$ cat src/hdl/p2pf_pkg.sv
`default_nettype none

package p2pf_pkg;

  // item opcodes
  typedef enum logic [1:0] {
    OP_SAMPLE    = 2'd0,
    OP_FADE_IN   = 2'd1,
    OP_FADE_STOP = 2'd2,
    OP_CANCEL    = 2'd3
  } opcode_e;

  typedef enum logic [1:0] {
    ENV_IDLE = 2'd0,
    ENV_RISE = 2'd1,
    ENV_FALL = 2'd2
  } fade_mode_e;

  // configuration register indexes
  typedef enum logic [1:0] {
    CFG_VOLUME = 2'd0,
    CFG_STEREO = 2'd1
  } cfg_index_e;

  localparam int LevelW    = 11;
  localparam int GainW     = 9;
  localparam int VolW      = 7;
  localparam int SampleW   = 16;
  localparam int PackedW   = 27;

  localparam logic [LevelW-1:0] LevelMax = 11'd2047;
  localparam logic [LevelW-1:0] LevelMid = 11'd1023;
  localparam logic [GainW-1:0]  GainUnity = 9'd256;
  localparam logic [VolW-1:0]   VolReset  = 7'd100;

  // floor(2^19 / 100): quotient estimate low by at most one
  localparam logic [12:0] Recip100 = 13'd5242;
  localparam int          RecipShift = 19;

  // pipeline depth of a lane, in register stages
  localparam int LaneLat = 5;

  // per-word fade results handed from the fade control to lanes and merge
  typedef struct packed {
    logic [GainW-1:0] gain;
    logic             stop;
    logic             busy;
  } fade_info_t;

endpackage

`default_nettype wire

$ cat src/hdl/p2pf_lane.sv
`default_nettype none

module p2pf_lane
  import p2pf_pkg::*;
(
  input  wire logic                      clk_i,
  input  wire logic [SampleW-1:0]        sample_i,
  input  wire logic                      present_i,
  input  wire logic [VolW-1:0]           volume_i,
  input  wire logic [GainW-1:0]          gain_i,
  output logic      [LevelW-1:0]         level_o
);

  logic [LevelW-1:0]  raw_lvl;
  logic [17:0]        prod1_d, prod1_q;
  logic [30:0]        est_full;
  logic [11:0]        est_q;
  logic [17:0]        prod2_q;
  logic [17:0]        est_x100;
  logic [17:0]        rem;
  logic [11:0]        quot;
  logic [LevelW-1:0]  lvl_d, lvl_q;
  logic signed [11:0] diff;
  logic signed [19:0] diff_x, gain_x, fprod_d, fprod_q;
  logic signed [11:0] shifted;
  logic signed [12:0] sum;
  logic [LevelW-1:0]  out_d, out_q;

  // offset to unsigned, keep top 11 bits
  assign raw_lvl = {~sample_i[SampleW-1], sample_i[SampleW-2:5]};
  assign prod1_d = {7'b0, raw_lvl} * {11'b0, volume_i};

  assign est_full = {13'b0, prod1_q} * {18'b0, Recip100};

  // one correction step on the reciprocal estimate
  assign est_x100 = {6'b0, est_q} * 18'd100;
  assign rem      = prod2_q - est_x100;
  assign quot     = (rem >= 18'd100) ? est_q + 12'd1 : est_q;

  always_comb begin
    if (!present_i) begin
      lvl_d = LevelMid;
    end else if (quot > {1'b0, LevelMax}) begin
      lvl_d = LevelMax;
    end else begin
      lvl_d = quot[LevelW-1:0];
    end
  end

  // fade around the midpoint
  assign diff    = $signed({1'b0, lvl_q}) - $signed({1'b0, LevelMid});
  assign diff_x  = 20'(diff);
  assign gain_x  = 20'($signed({1'b0, gain_i}));
  assign fprod_d = diff_x * gain_x;

  assign shifted = fprod_q[19:8];
  assign sum     = {shifted[11], shifted} + $signed({2'b0, LevelMid});

  always_comb begin
    if (sum < 13'sd0) begin
      out_d = '0;
    end else if (sum > $signed({2'b0, LevelMax})) begin
      out_d = LevelMax;
    end else begin
      out_d = sum[LevelW-1:0];
    end
  end

  always_ff @(posedge clk_i) begin
    prod1_q <= prod1_d;
    est_q   <= est_full[RecipShift +: 12];
    prod2_q <= prod1_q;
    lvl_q   <= lvl_d;
    fprod_q <= fprod_d;
    out_q   <= out_d;
  end

  assign level_o = out_q;

endmodule

`default_nettype wire

$ cat src/hdl/p2pf_fade_ctrl.sv
`default_nettype none

module p2pf_fade_ctrl
  import p2pf_pkg::*;
#(
  parameter int FADE_LENGTH = 64
) (
  input  wire logic        clk_i,
  input  wire logic        rst_ni,
  input  wire logic        accept_i,
  input  wire opcode_e     opcode_i,
  output fade_info_t       info_o
);

  localparam int PosW = $clog2(FADE_LENGTH + 1);

  fade_mode_e         mode_q, mode_d;
  logic [PosW-1:0]    pos_q, pos_d;
  logic               stop_q, stop_d;
  fade_info_t         info_q, info_d;
  logic [PosW-1:0]    gain_idx;
  logic [PosW:0]      pos_nx;
  logic               fading;
  logic [GainW-1:0]   gain_tab [FADE_LENGTH+1];

  // envelope table, pos*256/FADE_LENGTH
  for (genvar g = 0; g <= FADE_LENGTH; g++) begin : g_tab
    assign gain_tab[g] = GainW'(g * 256 / FADE_LENGTH);
  end

  assign fading   = (mode_q == ENV_RISE) || (mode_q == ENV_FALL);
  assign gain_idx = (mode_q == ENV_RISE) ? pos_q : PosW'(FADE_LENGTH) - pos_q;
  assign pos_nx   = {1'b0, pos_q} + 1'b1;

  always_comb begin
    mode_d = mode_q;
    pos_d  = pos_q;
    stop_d = stop_q;
    info_d = info_q;
    if (accept_i) begin
      case (opcode_i)
        OP_FADE_IN: begin
          mode_d = ENV_RISE;
          pos_d  = '0;
          stop_d = 1'b0;
        end
        OP_FADE_STOP: begin
          mode_d = ENV_FALL;
          pos_d  = '0;
          stop_d = 1'b1;
        end
        OP_CANCEL: begin
          mode_d = ENV_IDLE;
          stop_d = 1'b0;
        end
        OP_SAMPLE: begin
          info_d.gain = GainUnity;
          info_d.stop = 1'b0;
          info_d.busy = 1'b0;
          if (fading) begin
            info_d.gain = gain_tab[gain_idx];
            info_d.busy = 1'b1;
            pos_d       = pos_nx[PosW-1:0];
            if (pos_nx >= (PosW+1)'(FADE_LENGTH)) begin
              if (mode_q == ENV_FALL && stop_q) begin
                info_d.stop = 1'b1;
                stop_d      = 1'b0;
              end
              mode_d = ENV_IDLE;
            end
          end
        end
        default: begin
          mode_d = mode_q;
        end
      endcase
    end
  end

  always_ff @(posedge clk_i or negedge rst_ni) begin
    if (!rst_ni) begin
      mode_q <= ENV_IDLE;
      pos_q  <= '0;
      stop_q <= 1'b0;
      info_q <= '{gain: GainUnity, stop: 1'b0, busy: 1'b0};
    end else begin
      mode_q <= mode_d;
      pos_q  <= pos_d;
      stop_q <= stop_d;
      info_q <= info_d;
    end
  end

  assign info_o = info_q;

endmodule

`default_nettype wire

$ cat src/hdl/p2pf_merge.sv
`default_nettype none

module p2pf_merge
  import p2pf_pkg::*;
(
  input  wire logic              clk_i,
  input  wire logic              rst_ni,
  input  wire logic              load_i,
  input  wire logic [LevelW-1:0] left_i,
  input  wire logic [LevelW-1:0] right_i,
  input  wire fade_info_t        info_i,
  input  wire logic              out_stall_i,
  output logic                   free_o,
  output logic                   out_valid_o,
  output logic [LevelW-1:0]      left_level_o,
  output logic [LevelW-1:0]      right_level_o,
  output logic [PackedW-1:0]     packed_word_o,
  output logic                   stop_pulse_o,
  output logic                   fade_busy_o
);

  logic                valid_q;
  logic [LevelW-1:0]   left_q, right_q;
  logic [PackedW-1:0]  packed_q;
  logic                stop_q, busy_q;

  assign free_o = !valid_q || !out_stall_i;

  always_ff @(posedge clk_i or negedge rst_ni) begin
    if (!rst_ni) begin
      valid_q <= 1'b0;
    end else if (load_i) begin
      valid_q <= 1'b1;
    end else if (!out_stall_i) begin
      valid_q <= 1'b0;
    end
  end

  always_ff @(posedge clk_i) begin
    if (load_i) begin
      left_q   <= left_i;
      right_q  <= right_i;
      packed_q <= {right_i, 5'b0, left_i};
      stop_q   <= info_i.stop;
      busy_q   <= info_i.busy;
    end
  end

  assign out_valid_o   = valid_q;
  assign left_level_o  = left_q;
  assign right_level_o = right_q;
  assign packed_word_o = packed_q;
  assign stop_pulse_o  = stop_q;
  assign fade_busy_o   = busy_q;

endmodule

`default_nettype wire

$ cat src/hdl/pcm_to_pwm_level_with_fade_core.sv
// PCM to PWM level converter, left and right lanes side by side.
// A sample word is registered at the input, passes the 5-stage lane pipeline and is
// loaded into the merge register once that is free; no new sample word is taken until
// then. Control words change only the fade state and give no result word.
// Reset (async, active low): volume 100, stereo, no fade, output empty.
`default_nettype none

module pcm_to_pwm_level_with_fade_core
  import p2pf_pkg::*;
#(
  parameter int FADE_LENGTH = 64
) (
  input  wire logic                      clk_i,
  input  wire logic                      rst_ni,
  input  wire logic                      cfg_valid_i,
  output logic                           cfg_ready_o,
  input  wire logic [1:0]                cfg_index_i,
  input  wire logic [VolW-1:0]           cfg_data_i,
  input  wire logic                      in_valid_i,
  output logic                           in_stall_o,
  input  wire logic [1:0]                opcode_i,
  input  wire logic                      sample_present_i,
  input  wire logic signed [SampleW-1:0] left_sample_i,
  input  wire logic signed [SampleW-1:0] right_sample_i,
  output logic                           out_valid_o,
  input  wire logic                      out_stall_i,
  output logic [LevelW-1:0]              left_level_o,
  output logic [LevelW-1:0]              right_level_o,
  output logic [PackedW-1:0]             packed_word_o,
  output logic                           stop_pulse_o,
  output logic                           fade_busy_o
);

  localparam logic [2:0] CntDone = 3'(LaneLat + 1);

  logic [VolW-1:0]    volume_q;
  logic               stereo_q;
  logic [2:0]         cnt_q, cnt_d;
  logic [SampleW-1:0] left_q, right_q;
  logic               present_q;
  logic               accept, accept_smp, load, free;
  opcode_e            op;
  fade_info_t         info;
  logic [LevelW-1:0]  left_lvl, right_lvl;

  assign op          = opcode_e'(opcode_i);
  assign cfg_ready_o = 1'b1;
  assign in_stall_o  = (cnt_q != 3'd0);
  assign accept      = in_valid_i && !in_stall_o;
  assign accept_smp  = accept && (op == OP_SAMPLE);
  assign load        = (cnt_q == CntDone) && free;

  always_ff @(posedge clk_i or negedge rst_ni) begin
    if (!rst_ni) begin
      volume_q <= VolReset;
      stereo_q <= 1'b1;
    end else if (cfg_valid_i && cfg_ready_o) begin
      case (cfg_index_e'(cfg_index_i))
        CFG_VOLUME: volume_q <= cfg_data_i;
        CFG_STEREO: stereo_q <= cfg_data_i[0];
        default:    volume_q <= volume_q;
      endcase
    end
  end

  always_comb begin
    cnt_d = cnt_q;
    if (accept_smp) begin
      cnt_d = 3'd1;
    end else if (load) begin
      cnt_d = 3'd0;
    end else if (cnt_q != 3'd0 && cnt_q != CntDone) begin
      cnt_d = cnt_q + 3'd1;
    end
  end

  always_ff @(posedge clk_i or negedge rst_ni) begin
    if (!rst_ni) begin
      cnt_q <= 3'd0;
    end else begin
      cnt_q <= cnt_d;
    end
  end

  // mono: right lane takes the left word
  always_ff @(posedge clk_i) begin
    if (accept_smp) begin
      left_q    <= left_sample_i;
      right_q   <= stereo_q ? right_sample_i : left_sample_i;
      present_q <= sample_present_i;
    end
  end

  p2pf_fade_ctrl #(
    .FADE_LENGTH(FADE_LENGTH)
  ) u_fade (
    .clk_i   (clk_i),
    .rst_ni  (rst_ni),
    .accept_i(accept),
    .opcode_i(op),
    .info_o  (info)
  );

  p2pf_lane u_lane_l (
    .clk_i    (clk_i),
    .sample_i (left_q),
    .present_i(present_q),
    .volume_i (volume_q),
    .gain_i   (info.gain),
    .level_o  (left_lvl)
  );

  p2pf_lane u_lane_r (
    .clk_i    (clk_i),
    .sample_i (right_q),
    .present_i(present_q),
    .volume_i (volume_q),
    .gain_i   (info.gain),
    .level_o  (right_lvl)
  );

  p2pf_merge u_merge (
    .clk_i        (clk_i),
    .rst_ni       (rst_ni),
    .load_i       (load),
    .left_i       (left_lvl),
    .right_i      (right_lvl),
    .info_i       (info),
    .out_stall_i  (out_stall_i),
    .free_o       (free),
    .out_valid_o  (out_valid_o),
    .left_level_o (left_level_o),
    .right_level_o(right_level_o),
    .packed_word_o(packed_word_o),
    .stop_pulse_o (stop_pulse_o),
    .fade_busy_o  (fade_busy_o)
  );

endmodule

`default_nettype wire

$ cat config.mk
export PLATFORM = sky130hd
export DESIGN_NAME = pcm_to_pwm_level_with_fade_core
export DESIGN_NICKNAME = d
export VERILOG_FILES = /design/src/hdl/p2pf_pkg.sv /design/src/hdl/p2pf_lane.sv /design/src/hdl/p2pf_fade_ctrl.sv /design/src/hdl/p2pf_merge.sv /design/src/hdl/pcm_to_pwm_level_with_fade_core.sv
export SDC_FILE = /design/constraint.sdc
export NUM_CORES = 2
export LEC_CHECK = 0
export BUFFER_PORTS_ARGS = -buffer_cell sky130_fd_sc_hd__clkbuf_2
export CAP_MARGIN = 20
export CORE_UTILIZATION = 44
export CTS_BUF_LIST = sky130_fd_sc_hd__clkbuf_8
export CTS_CLUSTER_SIZE = 8
export DETAILED_ROUTE_END_ITERATION = 6
export SLEW_MARGIN = 20
export SYNTH_ARGS = -nofsm -noshare
export SYNTH_HDL_FRONTEND = slang
export SYNTH_SLANG_ARGS = --single-unit
$ cat constraint.sdc
create_clock -name clk_i -period 8 [get_ports clk_i]
set_input_delay 2.4 -clock clk_i [delete_from_list [all_inputs] [get_ports clk_i]]
set_output_delay 2.4 -clock clk_i [all_outputs]
set_load 0.05 [all_outputs]
==> results.yml <==
critical_path:
  worst-path-max-fanout: 13
  critPathKind: "flip-flop to flip-flop"
  end_kind: "flip-flop"
  crit_required_ns: 8.45
  cp-start-kind: "flip-flop"
  ff2ff_setup_slack_ns: 1.25
  crit_arrival_ns: 7.20
placed_design:
  io_buffers: 86
  post-dp-hpwl_mm: 49.8
  gp_congestion: 0.857
floorplan:
  core_area_sq_mm: 0.0662
  num_rows: 94
  die_w_microns: 262
  ios: 103
  start_util_pct: 44.8
  die_area_sq_mm: 0.0685
  die_h_microns: 262
clocking:
  cts_buffers: 46
  cts_max_path_buffers: 3
  clk_latency_ns: 0.65
  cts_resized: 0
  hold_buffers: 0
  cts_root_buffer: "clkbuf_8"
  clk_pin_slew_worst_paths_ns: 0.06
  cts_tree: "done"
  cts_setup_buffers: 0
  cts_sinks: 238
  h-tree-depth: 2
detailed_routing:
  ant_nets: 0
  avgViaCountPerCell: 5.01
  vias: 20400
  routed_wl_mm: 59.3
  firstDrtPassIters: 5
  wl_per_cell_microns: 14.6
  drtIter0Drc: 729
  drc: 0
yosys:
  syn_area_sq_mm: 0.0297
  ys_warn_count: 0
  synthCells: 3091
  async_flop_share_pct: 13.0
  synth_cell_type_count: 80
  ys_seq_area_share_pct: 18.2
  synth_enable_flop_cells: 47
  avgSynthCellArea_sq_um: 9.60
  ys_ff_latch: 238
  synthFlopType: "dfxtp_1"
timing:
  slew_headroom_pct: 34.6
  fmax_ghz: 0.148
  maxSlewViolCount: 0
  finalSetupViolCount: 0
  hold_viol_final: 0
  setup-tns-final_ns: 0
  fin_skew_ns: 0.0530
  fin_crit_sh_pct: 84.4
  fin_crit_ns: 6.75
  grt_setup_unrepaired: "false"
  tightest_slew_ns: 0.979
final_layout:
  mostFrequentLayoutCell: "inv_1"
  final_cell_mix: "inv_1 (634), ha_1 (507), fa_1 (366)"
  finalNetCount: 4081
  drive_gt1_share_pct: 6.35
  area_growth_pct: 7.08
global_routing:
  grt_max_degree: 32
  grt_pass1_wl_mm: 103
  grt_pass1_vias: 22000
  antenna_found_initial: 3
  track_usage_pct: 18.4
  grt.overflow.total: 0
worst_hold_path:
  hold_path_class: "flip-flop to flip-flop"
outcome:
  status: "completed"
run:
  maxCapViolCount: 0
==> layout make-up <==
type / instances / area [sq um]
Antenna cell: 1 / 2.50
Clock inverter: 35 / 236
Inverter: 617 / 2320
Fill cell: 6191 / 34400
Timing Repair Buffer: 89 / 464
Clock buffer: 49 / 674
Tap cell: 864 / 1080
Multi-Input combinational cell: 2167 / 21600
Sequential cell: 238 / 5400
==> worst max-delay path, stage by stage, from the launching register on <==
cell and delay (ns):
dfxtp_1 0.41, ha_1 0.27, ha_1 0.31, fa_1 0.46
ha_1 0.34, nor2b_1 0.14, o21ai_0 0.19, a21boi_0 0.14
o21ai_0 0.23, a21oi_1 0.11, o21ai_0 0.15, nand2b_1 0.11
a21o_1 0.19, a21oi_1 0.21, xor2_1 0.21, ha_1 0.31
a21oi_1 0.18, mux2i_1 0.10, nor3_1 0.23, nand4_1 0.15
nor4b_1 0.46, nand4_1 0.65, nand3_1 0.43, mux2i_4 0.41
o211ai_1 0.16
==> kinds of logic after synthesis <==
| logic type | count (synthesis) | synth area share, % |
|---|---|---|
| compound gates | 353 | 7.67 |
| xor+xnor | 171 | 5.05 |
| fa+ha+maj | 873 | 46.1 |
| buf+inv | 690 | 9.10 |
| flops | 238 | 18.2 |
| mux | 30 | 1.18 |
| other cells | 2 | 0.0253 |
| simple gates | 734 | 12.7 |
==> stage by stage <==
stage	std cells	setup WS, ns	utilization [%]	area (sq um)	hold slack [ns]
after floorplan	3095	2.63	-	29700	0.386
after global placement	3973	1.53	46.6	30800	0.386
after detailed placement	3975	1.42	46.6	30900	0.390
after CTS	4059	1.32	48.0	31800	0.398
after global routing	4059	0.804	48.0	31800	0.408
final	4060	1.25	48.0	31800	0.398
==> cells in the mapped netlist, types with 4 or more instances <==
cell type | instances | share of area (%)
nor3b_1 | 6 | 0.15
ha_1 | 507 | 21
nand2_1 | 215 | 2.7
and2_1 | 104 | 2.2
dfstp_2 | 5 | 0.44
a21o_1 | 31 | 0.78
inv_1 | 617 | 7.8
o21ai_1 | 10 | 0.17
a31o_2 | 5 | 0.15
dfrtp_1 | 26 | 2.2
o22ai_1 | 5 | 0.11
or3_1 | 20 | 0.42
o21ai_0 | 64 | 1.1
edfxtp_1 | 47 | 4.8
fa_1 | 366 | 25
nand4_1 | 9 | 0.19
o21bai_1 | 20 | 0.51
o21a_1 | 19 | 0.48
and3_1 | 22 | 0.46
nor3_1 | 34 | 0.57
or4_1 | 5 | 0.13
nor4_1 | 6 | 0.13
o211ai_1 | 12 | 0.30
o41a_1 | 4 | 0.15
xor2_1 | 58 | 1.7
nor2b_1 | 123 | 2.6
a211oi_1 | 11 | 0.28
or2_2 | 6 | 0.13
clkbuf_1 | 41 | 0.52
nand3_1 | 37 | 0.62
dfxtp_1 | 160 | 11
mux2i_1 | 8 | 0.27
nor2_1 | 101 | 1.3
xnor2_1 | 113 | 3.3
a31oi_1 | 15 | 0.32
a21oi_1 | 108 | 1.8
o31ai_1 | 8 | 0.20
mux2_2 | 19 | 0.72
nand2b_1 | 29 | 0.61
buf_4 | 29 | 0.73
==> sequential cells by signal, summed over array words and instances, names as in the netlist, 9 cells and up <==
register / cells
u_lane_l.lvl_q: 11
u_lane_r.est_q: 12
u_lane_l.est_q: 12
u_lane_r.fprod_q: 12
u_merge.left_level_o: 10
u_lane_r.level_o: 11
left_q: 11
u_lane_r.prod1_q: 18
u_lane_l.level_o: 11
u_lane_r.lvl_q: 11
u_lane_l.prod1_q: 18
u_lane_l.prod2_q: 16
u_lane_r.prod2_q: 16
right_q: 11
u_fade.info_o: 9
u_merge.right_level_o: 11
u_lane_l.fprod_q: 12
==> per-layer routing <==
| layer | track usage, % | up-vias | share of wire (%) |
|---|---|---|---|
| li1 | - | 10000 | - |
| met1 | 22.8 | 9940 | 45 |
| met2 | 33.3 | 280 | 50 |
| met5 | 0 | - | 0.062 |
| met3 | 2.43 | 86 | 3.3 |
| met4 | 4.86 | 6 | 2.1 |
==> final timing paths <==
path	startpoint	cells after the start	to
worst max register to register	u_lane_r.est_q[3]$_DFF_P_	24	u_lane_r.lvl_q[1]$_SDFF_PP1_
worst min register to register	u_lane_r.level_o[10]$_SDFF_PN0_	0	u_merge.right_level_o[10]$_DFFE_PP_
min in group asynchronous	rst_ni	1	volume_q[3]$_DFFE_PN0P_
worst max-delay path	u_lane_r.est_q[3]$_DFF_P_	24	u_lane_r.lvl_q[1]$_SDFF_PP1_
worst min-delay path	u_lane_r.level_o[10]$_SDFF_PN0_	0	u_merge.right_level_o[10]$_DFFE_PP_
max in group asynchronous	rst_ni	1	u_fade.info_o[6]$_DFFE_PN0P_
Power is not shown: default switching activity piles up to over one toggle a cycle in this logic, so the estimate is an artifact.
